**src/hdl/stbs_pkg.sv**
```systemverilog
// Shared types and constants for the sorted table bound search block.
package stbs_pkg;

  localparam int KEY_W  = 64;
  localparam int KIND_W = 2;
  localparam int IDX_W  = 10;
  localparam int CNT_W  = 11;
  localparam int POS_W  = 12;

  typedef enum logic [KIND_W-1:0] {
    KIND_STORE      = 2'd0,
    KIND_LOWER      = 2'd1,
    KIND_UPPER      = 2'd2,
    KIND_LAST_LESS  = 2'd3
  } kind_e;

  typedef enum logic [2:0] {
    ST_IDLE,
    ST_CHK_FIRST,
    ST_CHK_LAST,
    ST_PROBE,
    ST_FINISH
  } state_e;

  typedef enum logic [1:0] {
    RES_NONE_BELOW,
    RES_PAST_END,
    RES_BRACKET
  } res_sel_e;

  typedef enum logic [1:0] {
    RA_FIRST,
    RA_LAST,
    RA_MID
  } raddr_sel_e;

  typedef struct packed {
    logic       store_wr;
    logic       load_query;
    raddr_sel_e raddr_sel;
    logic       init_bracket;
    logic       step_probe;
    logic       load_res;
    res_sel_e   res_sel;
    logic       load_out;
  } ctrl_cmd_t;

  typedef struct packed {
    logic in_is_store;
    logic count_zero;
    logic accept_hit;
    logic bracket_open;
    logic out_free;
  } dp_status_t;

endpackage

```
**src/hdl/stbs_ctrl.sv**
```systemverilog
// Controller: search sequencing state machine.
module stbs_ctrl (
  input  logic                 clk_i,
  input  logic                 rst_ni,
  input  logic                 in_valid_i,
  output logic                 in_ready_o,
  input  stbs_pkg::dp_status_t status_i,
  output stbs_pkg::ctrl_cmd_t  cmd_o
);
  import stbs_pkg::*;

  state_e state_q, state_d;

  always_ff @(posedge clk_i or negedge rst_ni) begin
    if (!rst_ni) begin
      state_q <= ST_IDLE;
    end else begin
      state_q <= state_d;
    end
  end

  // next state
  always_comb begin
    state_d = state_q;
    case (state_q)
      ST_IDLE: begin
        if (in_valid_i && !status_i.in_is_store) begin
          state_d = ST_CHK_FIRST;
        end
      end
      ST_CHK_FIRST: begin
        if (status_i.count_zero || !status_i.accept_hit) begin
          state_d = ST_FINISH;
        end else begin
          state_d = ST_CHK_LAST;
        end
      end
      ST_CHK_LAST: begin
        if (status_i.accept_hit || !status_i.bracket_open) begin
          state_d = ST_FINISH;
        end else begin
          state_d = ST_PROBE;
        end
      end
      ST_PROBE: begin
        if (!status_i.bracket_open) begin
          state_d = ST_FINISH;
        end
      end
      ST_FINISH: begin
        if (status_i.out_free) begin
          state_d = ST_IDLE;
        end
      end
      default: state_d = ST_IDLE;
    endcase
  end

  // outputs
  always_comb begin
    in_ready_o         = 1'b0;
    cmd_o              = '0;
    cmd_o.raddr_sel    = RA_FIRST;
    cmd_o.res_sel      = RES_NONE_BELOW;
    case (state_q)
      ST_IDLE: begin
        in_ready_o       = 1'b1;
        cmd_o.store_wr   = in_valid_i && status_i.in_is_store;
        cmd_o.load_query = in_valid_i && !status_i.in_is_store;
      end
      ST_CHK_FIRST: begin
        cmd_o.raddr_sel = RA_LAST;
        if (status_i.count_zero || !status_i.accept_hit) begin
          cmd_o.load_res = 1'b1;
          cmd_o.res_sel  = RES_NONE_BELOW;
        end
      end
      ST_CHK_LAST: begin
        cmd_o.raddr_sel = RA_MID;
        if (status_i.accept_hit) begin
          cmd_o.load_res = 1'b1;
          cmd_o.res_sel  = RES_PAST_END;
        end else begin
          cmd_o.init_bracket = 1'b1;
          if (!status_i.bracket_open) begin
            cmd_o.load_res = 1'b1;
            cmd_o.res_sel  = RES_BRACKET;
          end
        end
      end
      ST_PROBE: begin
        cmd_o.raddr_sel  = RA_MID;
        cmd_o.step_probe = 1'b1;
        if (!status_i.bracket_open) begin
          cmd_o.load_res = 1'b1;
          cmd_o.res_sel  = RES_BRACKET;
        end
      end
      ST_FINISH: begin
        cmd_o.load_out = status_i.out_free;
      end
      default: begin
        cmd_o = '0;
      end
    endcase
  end

endmodule

```
**config.mk**
```make
export PLATFORM = sky130hd
export DESIGN_NAME = stbs_ctrl
export DESIGN_NICKNAME = d
export VERILOG_FILES = /design/src/hdl/stbs_pkg.sv /design/src/hdl/stbs_ctrl.sv
export SDC_FILE = /design/constraint.sdc
export NUM_CORES = 1
export LEC_CHECK = 0
export BUFFER_PORTS_ARGS = -buffer_cell sky130_fd_sc_hd__buf_2
export CORE_AREA = 8 8 45 47
export DETAILED_ROUTE_END_ITERATION = 7
export DIE_AREA = 0 0 53 55
export PLACE_DENSITY = 0.4
export RECOVER_POWER = 100
export SETUP_SLACK_MARGIN = 0.4
export SLEW_MARGIN = 25
export SYNTH_ARGS = -nofsm -noshare
export SYNTH_HDL_FRONTEND = slang
export SYNTH_SLANG_ARGS = --single-unit
```
**constraint.sdc**
```tcl
create_clock -name clk_i -period 2.2 [get_ports clk_i]
set_input_delay 0.44 -clock clk_i [delete_from_list [all_inputs] [get_ports clk_i]]
set_output_delay 0.44 -clock clk_i [all_outputs]
set_load 0.005 [all_outputs]
```
==> results.cfg, run 1 <==
[outcome]
status = finished clean

[worst_setup_path]
path_max_fanout = 9
cp-start-kind = register
r2r_setup_slack_ns = 1.15
path_cells = nand2b_1 > clkinv_1 > nand2_1 > nor2_1 > buf_2
cp.required_ns = 1.76
worstReg2RegEnd = state_q[2]
arrival_ns = 1.36
rr_startpoint = state_q[2]
critPathKind = register to primary output
cpPeakStageDelay_ns = 0.49
rr_worst_depth = 2
crit_end = cmd_o[2]
end_kind = primary output
slowest_stage = dfrtp_1
crit_start = state_q[2]

[detailed_routing]
dr.first_iter.drc_count = 2
wl_met3_um = 54
vias = 296
wire_per_inst_um = 11.6
wl_met2_um = 350
viasPerCell = 4.29
drt-met1-wl_um = 396
routed_wirelength_um = 801
top_layer_used = met3
post-route-drc-count = 0
firstDrtPassIters = 4
drtAntennaViolNets = 0

[sta]
finalHoldViolCount = 0
setup_viol = 0
fin_skew_ns = 0.000969
fin_crit_sh_pct = 81.7
drv_slew = 0
period_needed_ns = 1.80
max_slew_margin_pct = 80.6
fmax_mhz = 556
tns_ns = 0
tightest_slew_ns = 0.288
rsz0062_at_grt = false

[pwr]
power_mw = 0.266
ir_drop_uv = 180
p_leak_nw = 0.182
powerDensity_mw_per_mm2 = 700

[final_layout]
synthToLayoutAreaGrowth_pct = 51.5
final_common_cell = buf_2
largest_register = state_q
largest_reg_flops = 3
layout.nets = 62
drive_gt1_share_pct = 34.0
reg_top3 = state_q (3)
antenna_cells = 0
final_cell_mix = buf_2, clkbuf_1, nor2_1
fin_area_um2 = 379

[yosys]
synth_cell_types = 20
synth_area_per_cell_um2 = 8.07
yosysTopAreaCell = dfrtp_1
synth_top_area_share_pct = 30.0
syn_area_um2 = 250
syn_inst = 31
syn_nets = 39
yosys-top-cells-area = dfrtp_1, nand3b_1, nor2_1
ys.warnings.count = 0
ys_seq_area_share_pct = 30.0
synth_seq_cells = 3

[placed_design]
gp_congestion = 0.700
post-dp-hpwl_um = 611
numPortBuffers = 18
place_area_um2 = 355

[clock_tree]
tritoncts = done
clk_latency_ns = 0.23
cts_inserted_buffers = 3
cts_sinks = 3
cts_max_path_buffers = 2
root_buffer = clkbuf_4
htreeDepth = 1
cts.clk_slew.worst_paths_ns = 0.04

[flow_run]
max_cap_viol_count = 0

[floorplanning]
core-area_mm2 = 0.00138
dieWidth_um = 53
ios = 19
num_rows = 14
die_h_um = 55
dieArea_mm2 = 0.00292
start_util_pct = 18.1

[min_path]
min_from = in_valid_i
hold_path_class = primary input to register

[global_route]
grt_usage_pct = 6.18
grt_max_degree = 10
overflow = 0
antenna_found_initial = 0
grt_pass1_wl_um = 1330
first_global_vias = 322
critical path: cells and delay by family (launching register included):
kind | cells | cell delay (ns)
buffers and inverters | 2 | 0.24
flip-flops | 1 | 0.49
AND/OR/NAND/NOR | 3 | 0.40
final cells by class:
class	count	area, um2
fill	174	1000
sequential	3	76.3
multi-input combinational	24	154
tap	16	20.0
clock buffer	4	26.3
timing repair buffer	19	91.3
inverter	3	11.3
where the power goes:
group	switching, mW	internal, mW	total, mW
sequential	0.0194	0.0648	0.0843
clock	0.0268	0.0679	0.0946
combinational	0.0420	0.0447	0.0866
per-stage QoR:
stage | utilization [%] | hold WS, ns | setup WS [ns] | std cells
2_1_floorplan | - | 0.144 | 0.849 | 31
3_3_place_gp | 25.7 | 0.238 | 0.661 | 64
3_5_place_dp | 25.7 | 0.238 | 0.649 | 64
4_1_cts | 28.3 | 0.494 | 0.410 | 69
5_1_grt | 27.4 | 0.501 | 0.278 | 69
6_report | 27.4 | 0.500 | 0.403 | 69
timing repair:
action,CTS,global route
buffers inserted,0,0
hold endpoints to repair,3,0
hold buffers,1,0
setup endpoints to repair,0,2
gates resized for setup,0,4
worst min-delay path by stage:
stage | cells after the start | slack, ns | to
5_1_grt | 3 | 0.50 | state_q[0]
3_3_place_gp | 1 | 0.24 | state_q[2]
6_report | 3 | 0.50 | state_q[0]
2_1_floorplan | 0 | 0.14 | state_q[0]
4_1_cts | 3 | 0.49 | state_q[1]
3_5_place_dp | 1 | 0.24 | state_q[2]
synth_stat cells:
cell type and n:
nor2_1 4, dfrtp_1 3, nand3b_1 3, a21oi_1 2, and3_1 2, inv_1 2, nor3_1 2, and2_4 1
and3b_1 1, buf_2 1, inv_2 1, nand2_1 1, nand2b_1 1, nand2b_4 1, nand3_1 1, nor2b_1 1
nor3_2 1, o21ai_1 1, o221ai_2 1, o22ai_1 1
cell families (layout without fill, tap and decap cells):
logic type | count (synthesis) | after routing | synth area share (%)
AO/OA/AOI/OAI | 5 | 5 | 14.5
buffers and inverters | 4 | 26 | 6.50
flip-flops | 3 | 3 | 30.0
AND/OR/NAND/NOR | 19 | 19 | 49.0
per-layer routing:
layer	vias up	GRT usage [%]
li1	152	-
met4	0	6.47
met5	-	0
met3	0	1.07
met1	126	7.91
met2	18	8.20
No activity file was read; power rests on OpenSTA's default activity.
==> run 2: changes to the inputs <==
--- a/config.mk
+++ b/config.mk
@@ -9,7 +9,7 @@
 export CORE_AREA = 8 8 45 47
 export DETAILED_ROUTE_END_ITERATION = 7
 export DIE_AREA = 0 0 53 55
-export PLACE_DENSITY = 0.4
+export PLACE_DENSITY = 0.41
 export RECOVER_POWER = 100
 export SETUP_SLACK_MARGIN = 0.4
 export SLEW_MARGIN = 25
==> constraint.sdc (replaced) <==
create_clock -name clk_i -period 1.59 [get_ports clk_i]
set_input_delay 0.318 -clock clk_i [delete_from_list [all_inputs] [get_ports clk_i]]
set_output_delay 0.318 -clock clk_i [all_outputs]
set_load 0.005 [all_outputs]
==> run 2 against run 1 <==
Compared with the run above:
- worst hold slack lost 0.13 ns
- clock power grew 40%
- setup slack lost 0.31 ns
- flip-flop and latch count is the same
- critical endpoint is now cmd_o[3]
- cell count grew 14%
- non-clock buffer count grew 10
- critical path depth shrank 1
==> results.cfg, run 2 (synthesized netlist as in run 1, its figures left out) <==
[outcome]
status = finished clean

[global_route]
gr-usage-met2_pct = 13.1
overflow = 0
grt_usage_pct = 7.44
use_met3_pct = 2.67
grt_max_degree = 7
first_global_vias = 373
use_met1_pct = 7.15
antenna_found_initial = 0
grt_busiest_layer = met2
grt_pass1_wl_um = 1580

[final_layout]
drive_gt1_share_pct = 60.3
layout.nets = 72
fin_area_um2 = 512
antenna_cells = 0
largest_reg_flops = 3
synthToLayoutAreaGrowth_pct = 105
stdcell_count = 79
reg_top3 = state_q (3)
fillers = 159
largest_register = state_q
final_common_cell = buf_2
final_cell_mix = buf_2, buf_4, clkbuf_1, nor2_1, buf_6

[detailed_routing]
vias = 333
drtAntennaViolNets = 0
firstDrtPassIters = 3
post-route-drc-count = 0
wire_per_inst_um = 11.7
routed_wirelength_um = 926
dr.first_iter.drc_count = 3
viasPerCell = 4.22

[floorplanning]
die_h_um = 55
start_util_pct = 18.1
num_rows = 14
dieWidth_um = 53
ios = 19
core-area_mm2 = 0.00138
dieArea_mm2 = 0.00292

[clock_tree]
root_buffer = clkbuf_4
htreeDepth = 1
tritoncts = done
cts_max_path_buffers = 2
cts_inserted_buffers = 3
cts_sinks = 3
clk_latency_ns = 0.23
cts.clk_slew.worst_paths_ns = 0.04

[worst_setup_path]
end_kind = primary output
cpPeakStageDelay_ns = 0.44
path_cells = nand2b_4 > and2_4 > o22ai_2 > clkbuf_1
cp.required_ns = 1.27
slowest_stage = dfrtp_2
cp-start-kind = register
arrival_ns = 1.18
critPathKind = register to primary output
path_max_fanout = 6

[sta]
rsz0062_at_grt = true
fin_skew_ns = 0.00475
drv_slew = 0
max_slew_margin_pct = 88.0
setup_viol = 0
fmax_mhz = 666
fin_crit_sh_pct = 94.4
tns_ns = 0
tightest_slew_ns = 0.179
period_needed_ns = 1.50
finalHoldViolCount = 0

[placed_design]
gp_congestion = 0.669
post-dp-hpwl_um = 616
dp_cells = 64
numPortBuffers = 18
place_area_um2 = 375

[pwr]
powerDensity_mw_per_mm2 = 911
ir_drop_uv = 268
power_mw = 0.466
p_leak_nw = 0.258

[min_path]
hold_path_class = primary input to register

[flow_run]
max_cap_viol_count = 0
==> run 2: cell count changes in the layout (fill, tap and decap cells not counted), sizes merged <==
cell,previous run,this run
clkinv,1,0
buf,11,24
inv,2,3
clkbuf,11,8
==> run 2: timing repair <==
action | 4_1_cts | 5_1_grt
resized for setup | 10 | 1
buffers inserted | 7 | 3
hold buffers | 1 | 0
endpoints found under the hold margin | 3 | 0
pin swaps | 5 | 1
setup endpoints to repair | 11 | 11
==> run 2: worst paths after layout <==
check                                  from          to  cells past startpoint  slack [ns]
worst max register to register   state_q[0]  state_q[2]                      4        0.50
worst min register to register   state_q[2]  state_q[1]                      2        0.61
worst min-delay path            status_i[4]  state_q[0]                      3        0.37
min in group asynchronous            rst_ni  state_q[2]                      2        0.42
max in group asynchronous            rst_ni  state_q[1]                      2        1.01
worst max-delay path             state_q[0]    cmd_o[3]                      4        0.09
==> run 2: per-stage QoR <==
stage / setup WS [ns] / hold WS, ns / utilization (%)
5_1_grt: 0.0163 / 0.378 / 37.0
3_3_place_gp: 0.186 / 0.115 / 27.1
2_1_floorplan: 0.389 / 0.0224 / -
6_report: 0.0885 / 0.370 / 37.0
3_5_place_dp: 0.213 / 0.116 / 27.1
4_1_cts: 0.0864 / 0.374 / 36.0
==> run 2: critical path, delay by kind of cell (launching register included) <==
kind / cells / cell delay [ns]
flip-flops: 1 / 0.44
AND/OR/NAND/NOR: 2 / 0.30
buffers and inverters: 1 / 0.13
AO/OA/AOI/OAI: 1 / 0.07
==> run 2: report_power, final <==
group / leakage (nW) / internal, mW / switching [mW]
sequential: 0.0358 / 0.0917 / 0.0245
combinational: 0.207 / 0.132 / 0.0862
clock: 0.0150 / 0.0940 / 0.0380
==> run 2: cell type report <==
type | instances | area (um2) | area share [%]
multi-input combinational | 24 | 189 | 36.9
clock buffer | 4 | 26.3 | 5.13
tap | 16 | 20.0 | 3.91
sequential | 3 | 78.8 | 15.4
timing repair buffer | 29 | 186 | 36.4
inverter | 3 | 11.3 | 2.20
==> run 2: layer usage <==
metal | wire [um] | up-vias | share of wire [%]
met5 | 0 | - | 0
met4 | 0 | 0 | 0
met3 | 72 | 0 | 7.8
met2 | 488 | 11 | 53
met1 | 364 | 151 | 39
li1 | - | 171 | -
==> run 3: changes to the inputs <==
--- a/config.mk
+++ b/config.mk
@@ -5,11 +5,12 @@
 export SDC_FILE = /design/constraint.sdc
 export NUM_CORES = 1
 export LEC_CHECK = 0
+export ABC_AREA = 1
 export BUFFER_PORTS_ARGS = -buffer_cell sky130_fd_sc_hd__buf_2
 export CORE_AREA = 8 8 45 47
 export DETAILED_ROUTE_END_ITERATION = 7
 export DIE_AREA = 0 0 53 55
-export PLACE_DENSITY = 0.41
+export PLACE_DENSITY = 0.42
 export RECOVER_POWER = 100
 export SETUP_SLACK_MARGIN = 0.4
 export SLEW_MARGIN = 25
==> run 3 against run 2 <==
Compared with the run above:
- synthesized cell count grew 45%
- sequential share of layout area shrank 0.85 points
- register-to-register slack lost 0.07 ns
- sequential power grew 22%
- wire length grew 2.4%
- cell count grew 18%
- worst hold slack gained 0.046 ns
- highest routed layer is now met4
- largest cell class unchanged
- die area is the same
==> results.cfg, run 3 <==
[worst_setup_path]
path_max_fanout = 4
cp.required_ns = 1.27
critPathKind = register to primary output
cpPeakStageDelay_ns = 0.37
critPathBufInv = 2
slowest_stage = dfrtp_1
path_cells = inv_2 > nand2_4 > nor2_4 > o21ai_2 > nand3_2 > buf_6
arrival_ns = 1.19
critical-path-top-delay-family = flip-flops
cp-start-kind = register
end_kind = primary output

[final_layout]
largest_reg_flops = 3
drive_gt1_share_pct = 63.6
antenna_cells = 0
fillers = 156
reg_top3 = state_q (3)
final_util_pct = 38.5
final_common_cell = buf_2
largest_register = state_q
layout.nets = 86
synthToLayoutAreaGrowth_pct = 103
fin_area_um2 = 533
final_cell_mix = buf_2, buf_4, nand2_1, nor2_1, inv_2

[yosys]
synth_flop_cell = dfrtp_1
yosys-top-cells-area = dfrtp_1, nor2_1, nand2_1
synth_area_per_cell_um2 = 5.84
async_reset_ff_share_pct = 100
yosysMostFrequentCell = nor2_1
syn_nets = 53
netlist_top_cells_count = nor2_1, nand2_1, inv_1
synth-edff-count = 0
syn_inst = 45
synth_top_area_share_pct = 28.6
ys.warnings.count = 0
synth_seq_cells = 3
synth_cell_types = 15
ys_seq_area_share_pct = 28.6
syn_area_um2 = 263
yosysTopAreaCell = dfrtp_1

[sta]
tns_ns = 0
max_slew_margin_pct = 87.4
finalHoldViolCount = 0
fin_skew_ns = 0.00296
fmax_mhz = 662
rsz0062_at_grt = true
tightest_slew_ns = 0.188
fin_crit_sh_pct = 95.0
drv_slew = 0
setup_viol = 0
period_needed_ns = 1.51

[clock_tree]
cts_max_path_buffers = 2
cts.clk_slew.worst_paths_ns = 0.04
tritoncts = done
cts_inserted_buffers = 3
clk_latency_ns = 0.23
htreeDepth = 1
cts_sinks = 3
root_buffer = clkbuf_4

[floorplanning]
core-area_mm2 = 0.00138
dieWidth_um = 53
num_rows = 14
ios = 19
die_h_um = 55
dieArea_mm2 = 0.00292
start_util_pct = 19.0

[global_route]
first_global_vias = 366
antenna_found_initial = 0
grt_max_degree = 6
grt_usage_pct = 6.94
overflow = 0
grt_pass1_wl_um = 1490

[detailed_routing]
viasPerCell = 4.16
wl_met3_um = 101
drtAntennaViolNets = 0
dr.first_iter.drc_count = 3
routed_wirelength_um = 948
wl_met2_um = 495
post-route-drc-count = 0
top_layer_used = met4
firstDrtPassIters = 4
wire_per_inst_um = 10.2
vias = 387
drt-met1-wl_um = 344

[pwr]
ir_drop_uv = 513
powerDensity_mw_per_mm2 = 1480
p_leak_nw = 0.311

[outcome]
status = finished clean

[placed_design]
gp_congestion = 0.696
numPortBuffers = 18
post-dp-hpwl_um = 686
place_area_um2 = 373

[flow_run]
max_cap_viol_count = 0

[min_path]
hold_path_class = primary input to asynchronous set/reset pin
## run 3: logic make-up (layout without fill, tap and decap cells)
family | after synthesis | in the layout | synth area share, %
compound gates | 3 | 3 | 7.62
buf+inv | 10 | 42 | 14.3
flops | 3 | 3 | 28.6
simple gates | 29 | 29 | 49.5
## run 3: timing repair
action | 4_1_cts | 5_1_grt
gates resized for setup | 3 | 16
setup buffers | 4 | 5
endpoints found under the setup margin | 11 | 12
endpoints found under the hold margin | 3 | 0
pin swaps | 1 | 5
hold buffers | 1 | 0
## run 3: layer usage
layer,global-route usage [%],vias to the layer above
li1,-,203
met1,7.31,169
met2,10.7,13
met3,2.41,2
met4,6.47,0
met5,0,-
## run 3: cell type report
type	instances	area (um2)	share of cell area, %
multi-input cells	32	193	36.2
inverters	10	37.5	7.04
repair buffers	28	179	33.6
well taps	16	20.0	3.76
flip-flops and latches	3	77.6	14.6
clock buffers	4	26.3	4.93
## run 3: metrics by stage
stage / hold slack (ns) / std cells / power [mW] / setup slack, ns
5_1_grt: 0.445 / 93 / 0.848 / 0.000972
6_report: 0.416 / 93 / 0.786 / 0.0796
2_1_floorplan: 0.0224 / 45 / 0.307 / 0.430
3_5_place_dp: 0.114 / 79 / 0.418 / 0.261
3_3_place_gp: 0.114 / 79 / 0.421 / 0.279
4_1_cts: 0.398 / 88 / 0.636 / 0.0632
## run 3: path summary, 6_finish.rpt
path / cells after the start / startpoint / slack (ns) / end
min reg2reg: 2 / state_q[2] / 0.63 / state_q[2]
min in group clk_i: 3 / status_i[3] / 0.42 / state_q[1]
max: 6 / state_q[2] / 0.08 / cmd_o[3]
min: 2 / rst_ni / 0.42 / state_q[1]
max reg2reg: 7 / state_q[1] / 0.43 / state_q[0]
max in group asynchronous: 2 / rst_ni / 1.00 / state_q[0]
## run 3: power by group
group	leakage, nW	switching, mW	total (mW)	internal (mW)
registers	0.0364	0.0342	0.141	0.107
logic	0.260	0.241	0.512	0.271
clock network	0.0150	0.0397	0.134	0.0940
total	0.311	0.315	0.786	0.471
